<file path="src/rtl/selective_repeat_receiver_core_defines.svh">
// Assertion macros for the selective repeat receiver.
// Used by the top level; expects signals named clock and reset in scope.
`ifndef SELECTIVE_REPEAT_RECEIVER_CORE_DEFINES_SVH
`define SELECTIVE_REPEAT_RECEIVER_CORE_DEFINES_SVH

// same-cycle implication
`define SRR_ASSERT_NOW(lbl, pre, post, msg) \
   lbl: assert property (@(posedge clock) disable iff (reset) (pre) |-> (post)) \
      else $error(msg);

// next-cycle implication
`define SRR_ASSERT_NEXT(lbl, pre, post, msg) \
   lbl: assert property (@(posedge clock) disable iff (reset) (pre) |=> (post)) \
      else $error(msg);

`endif

</file>
<file path="src/rtl/srr_pkg.sv">
// Shared types, constants and the byte-sum function of the receiver.
// No dependencies.
`timescale 1ns / 1ps

package srr_pkg;

   localparam int WINDOW_MAX_DEF = 32;
   localparam int WIN_W          = 6;
   localparam int SEQ_W          = 31;
   localparam int PAY_BYTES      = 20;
   localparam logic [WIN_W-1:0] WIN_RESET = WIN_W'(8);

   typedef struct packed {
      logic [31:0] high;
      logic [63:0] mid;
      logic [63:0] low;
   } srr_pay_type;

   typedef enum logic {
      KIND_DELIVER = 1'b0,
      KIND_ACK     = 1'b1
   } srr_kind_type;

   // sum of the 20 payload bytes, each read as signed, sign-extended to 32 bits
   function automatic logic [31:0] byte_sum(input srr_pay_type pay);
      logic [12:0] acc;
      logic [7:0]  b;
      acc = '0;
      for (int i = 0; i < PAY_BYTES; i++) begin
         b   = pay[8*i +: 8];
         acc = acc + {{5{b[7]}}, b};
      end
      return {{19{acc[12]}}, acc};
   endfunction

endpackage

</file>
<file path="src/rtl/srr_cksum.sv">
// Two-stage checksum unit: registered byte sum, then check and ack checksum.
// Depends on srr_pkg.
`timescale 1ns / 1ps

module srr_cksum import srr_pkg::*; (
   input  logic             clock,
   input  logic [SEQ_W-1:0] seq,
   input  logic [31:0]      ack,
   input  logic [31:0]      cks,
   input  srr_pay_type      pay,
   output logic             cks_ok,
   output logic [31:0]      ack_cks
);

   logic [31:0] bsum_ff;
   logic [31:0] bsum_in;
   logic        ok_ff;
   logic        ok_in;
   logic [31:0] ack_cks_ff;
   logic [31:0] ack_cks_in;
   logic [31:0] seq32;

   assign seq32      = {1'b0, seq};
   assign bsum_in    = byte_sum(pay);
   assign ok_in      = ((seq32 + ack + bsum_ff) == cks);
   // ack packet carries ack = seq
   assign ack_cks_in = seq32 + seq32 + bsum_ff;

   always_ff @(posedge clock) begin
      bsum_ff    <= bsum_in;
      ok_ff      <= ok_in;
      ack_cks_ff <= ack_cks_in;
   end

   assign cks_ok  = ok_ff;
   assign ack_cks = ack_cks_ff;

endmodule
</file>
<file path="config.mk">
export PLATFORM = sky130hd
export DESIGN_NAME = srr_cksum
export DESIGN_NICKNAME = d
export VERILOG_FILES = /design/src/rtl/selective_repeat_receiver_core_defines.svh /design/src/rtl/srr_pkg.sv /design/src/rtl/srr_cksum.sv
export SDC_FILE = /design/constraint.sdc
export NUM_CORES = 1
export LEC_CHECK = 0
export BUFFER_PORTS_ARGS = -buffer_cell sky130_fd_sc_hd__buf_4
export CAP_MARGIN = 30
export CORE_MARGIN = 2
export CORE_UTILIZATION = 40
export CTS_CLUSTER_DIAMETER = 30
export DETAILED_ROUTE_END_ITERATION = 8
export PLACE_DENSITY = 0.73
export SLEW_MARGIN = 20
export SYNTH_ARGS = -nofsm -noshare
export SYNTH_HDL_FRONTEND = slang
export SYNTH_SLANG_ARGS = --single-unit
</file>
<file path="constraint.sdc">
create_clock -name clock -period 12.5 [get_ports clock]
set_clock_uncertainty 0.15 [all_clocks]
set_input_delay 0 -clock clock [delete_from_list [all_inputs] [get_ports clock]]
set_output_delay 0 -clock clock [all_outputs]
set_load 0.02 [all_outputs]
</file>
==> run metrics <==
status complete, no violations; mapped cell area 9903 sq um; Fillers 2284; Hold Crit Class input pin to register; flops & latches, synth 46; syn_nets 1593; total gr overflow 0; hold buffers post-CTS 17; max-cap violation count 0; first-pass GRT wire length 43240 microns; Post-Layout Inst Area 12770 sq um; RSZ-0062 raised after global routing no; CP max FO 2; Die H 161.3 microns; routed wire length per instance 15.82 microns; Fin. Hold Viols 0; clock root buffer clkbuf_16; die area 26030 sq um; FP Rows 57; Placed Cells 1673; Tmin final 5.891 ns; CP required 12.52 ns; port buffer count 288; Iter 0 DRT Violations 289; final setup TNS 0 ns; Post-Route Utilization 52.52%; Slew HR 58.87%; FFs w/ async S/R, synth 0%; Synth cell types 73; CP max-delay cell fa_1; total CTS buffers 5; Total Routed Length 26870 microns; die width 161.3 microns; clk_lat worst skew 0.30 ns; GP Congestion 0.9637; Layout area overhead 28.97%; Global Route Usage Sum 21.03%; initial antenna violation count 0; number of diodes 0; CORE AREA 24320 sq um; Post-synth EDFFs 0; Clk pin slew, worst setup/hold paths 0.07 ns; antenna-violating nets left 0; total clock sinks 46; Vias 8233; Ys Warns 0; vias in the first global route 8672; multi-input logic area 7904 sq um; CTS tree built; DRT Pass-1 Iters 4; CTS max path bufs 2; Max Freq 169.7 MHz; initial core utilization 40.72%; Top Ports 289; # setup viols final 0; layout cell share with drive strength beyond 1 24.09%; cell mode on critical path fa_1; Setup Fix Bufs, Post-CTS 0; vias per cell 4.849; register area share after synthesis 9.299%; Cell Area, Placed 12430 sq um; htree depth 2; Crit path arrival time 5.91 ns; drt drc 0; post-cts resize count 0; Worst Max-Slew Pin Slew 0.6105 ns; pin count of the biggest net entering global routing 41; final worst path period share 47.13%; max-slew violation count 0; sequential cell area 922.1 sq um; Synth Instances 1065; Critical Path Max Stage Delay 0.56 ns; CP top delay family adder cells; DP Wirelength 24580 microns; element type at the critical path end register; Post-synth top flop dfxtp_1; non-filler cells, final 1698; CP Class input pin to register; worst path bufs/invs 7; CP Launch Type input pin; Avg Cell Area, Syn 9.299 sq um; Net count, final 1901
==> tightest hold or removal path, cell delays in order <==
cell	delay (ns)
buf_4	0.13
inv_1	0.08
fa_1	0.17
inv_1	0.04
==> final timing paths <==
kind | start | endpoint | slack (ns) | cells after the start
max | pay[122] | bsum_ff[12] | 6.61 | 25
min | seq[1] | ack_cks[2] | 0.009 | 4
max reg2reg | bsum_ff[12] | cks_ok | 8.02 | 13
min reg2reg | bsum_ff[0] | ack_cks[0] | 0.23 | 0
==> sequential cells by signal, indices dropped and copies added (netlist names) <==
register and count:
ack_cks 32, bsum_ff 13, cks_ok 1
==> cell type report <==
cell class              count  area share, %
flip-flops and latches     46          7.220
repair buffers            307          18.38
clock inverters             3         0.3429
well taps                 324          3.174
clock buffers               5         0.9796
inverters                 273          8.023
multi-input cells         740          61.88
==> logic make-up (layout without fill, tap and decap cells) <==
group	after synthesis	after routing	synth area share (%)
AND/OR/NAND/NOR	162	162	8.364
multiplexers	4	4	0.4169
flip-flops	46	46	9.299
buffers and inverters	279	588	10.89
XOR/XNOR	85	85	7.593
AO/OA/AOI/OAI	217	217	14.74
adder cells (fa/ha/maj)	272	272	48.69
==> cell usage after synthesis (3+ instances only) <==
cell type / n / area [sq um]
ha_1: 83 / 1039
nand4_1: 10 / 62.56
and2_1: 3 / 18.77
a21oi_1: 72 / 360.4
a21o_1: 23 / 172.7
or3_1: 3 / 18.77
nand2b_1: 9 / 56.30
nand3_1: 15 / 75.07
inv_1: 273 / 1025
nand2_1: 47 / 176.4
nor2b_1: 7 / 43.79
o21bai_1: 10 / 75.07
o22ai_1: 4 / 25.02
xor2_1: 17 / 148.9
a31oi_1: 8 / 50.05
nor3_1: 13 / 65.06
dfxtp_1: 46 / 920.9
fa_1: 189 / 3784
o21ai_1: 3 / 15.01
o21ai_0: 35 / 175.2
xnor2_1: 67 / 586.8
a21o_2: 3 / 26.28
o221ai_1: 4 / 35.03
and4_1: 3 / 26.28
mux2i_1: 3 / 30.03
or2_2: 3 / 18.77
a2111oi_2: 3 / 45.04
and3_1: 5 / 31.28
o211ai_1: 4 / 30.03
o21a_1: 9 / 67.56
a211oi_1: 5 / 37.54
nor2_1: 32 / 120.1
==> through the flow <==
stage	hold slack [ns]	setup WS, ns
5_1_grt	0.01643	6.232
4_1_cts	0.004906	6.524
6_report	0.009108	6.609
3_3_place_gp	0.07610	6.412
3_5_place_dp	0.07396	6.235
2_1_floorplan	-0.02016	6.789
==> routing by layer <==
layer	part of all wire [%]	GRT usage, %
met1	42	27.86
met2	50	36.40
met3	5.4	2.799
met4	2.6	5.438
met5	0	0
==> cells in the final DEF (no fill, tap or decap), drive strengths merged, types with 4 or more instances in the layout <==
cell type / netlist / routed
clkbuf: 1 / 5
nor3: 14 / 14
and2: 5 / 5
xnor2: 67 / 67
o211ai: 4 / 4
a21oi: 75 / 75
xor2: 18 / 18
ha: 83 / 83
fa: 189 / 189
a211oi: 5 / 5
nand2b: 9 / 9
dfxtp: 46 / 46
o22ai: 4 / 4
nand3: 15 / 15
dlygate4sd3: 0 / 17
nand2: 47 / 47
o21bai: 11 / 11
nand4: 11 / 11
and3: 5 / 5
inv: 273 / 274
nor2: 32 / 32
nor2b: 7 / 7
a31oi: 9 / 9
o21ai: 39 / 39
o21a: 9 / 9
buf: 5 / 290
o221ai: 4 / 4
a21o: 26 / 26
a2111oi: 6 / 6
Power is not shown: default switching activity piles up to over one toggle a cycle in this logic, so the estimate is an artifact.
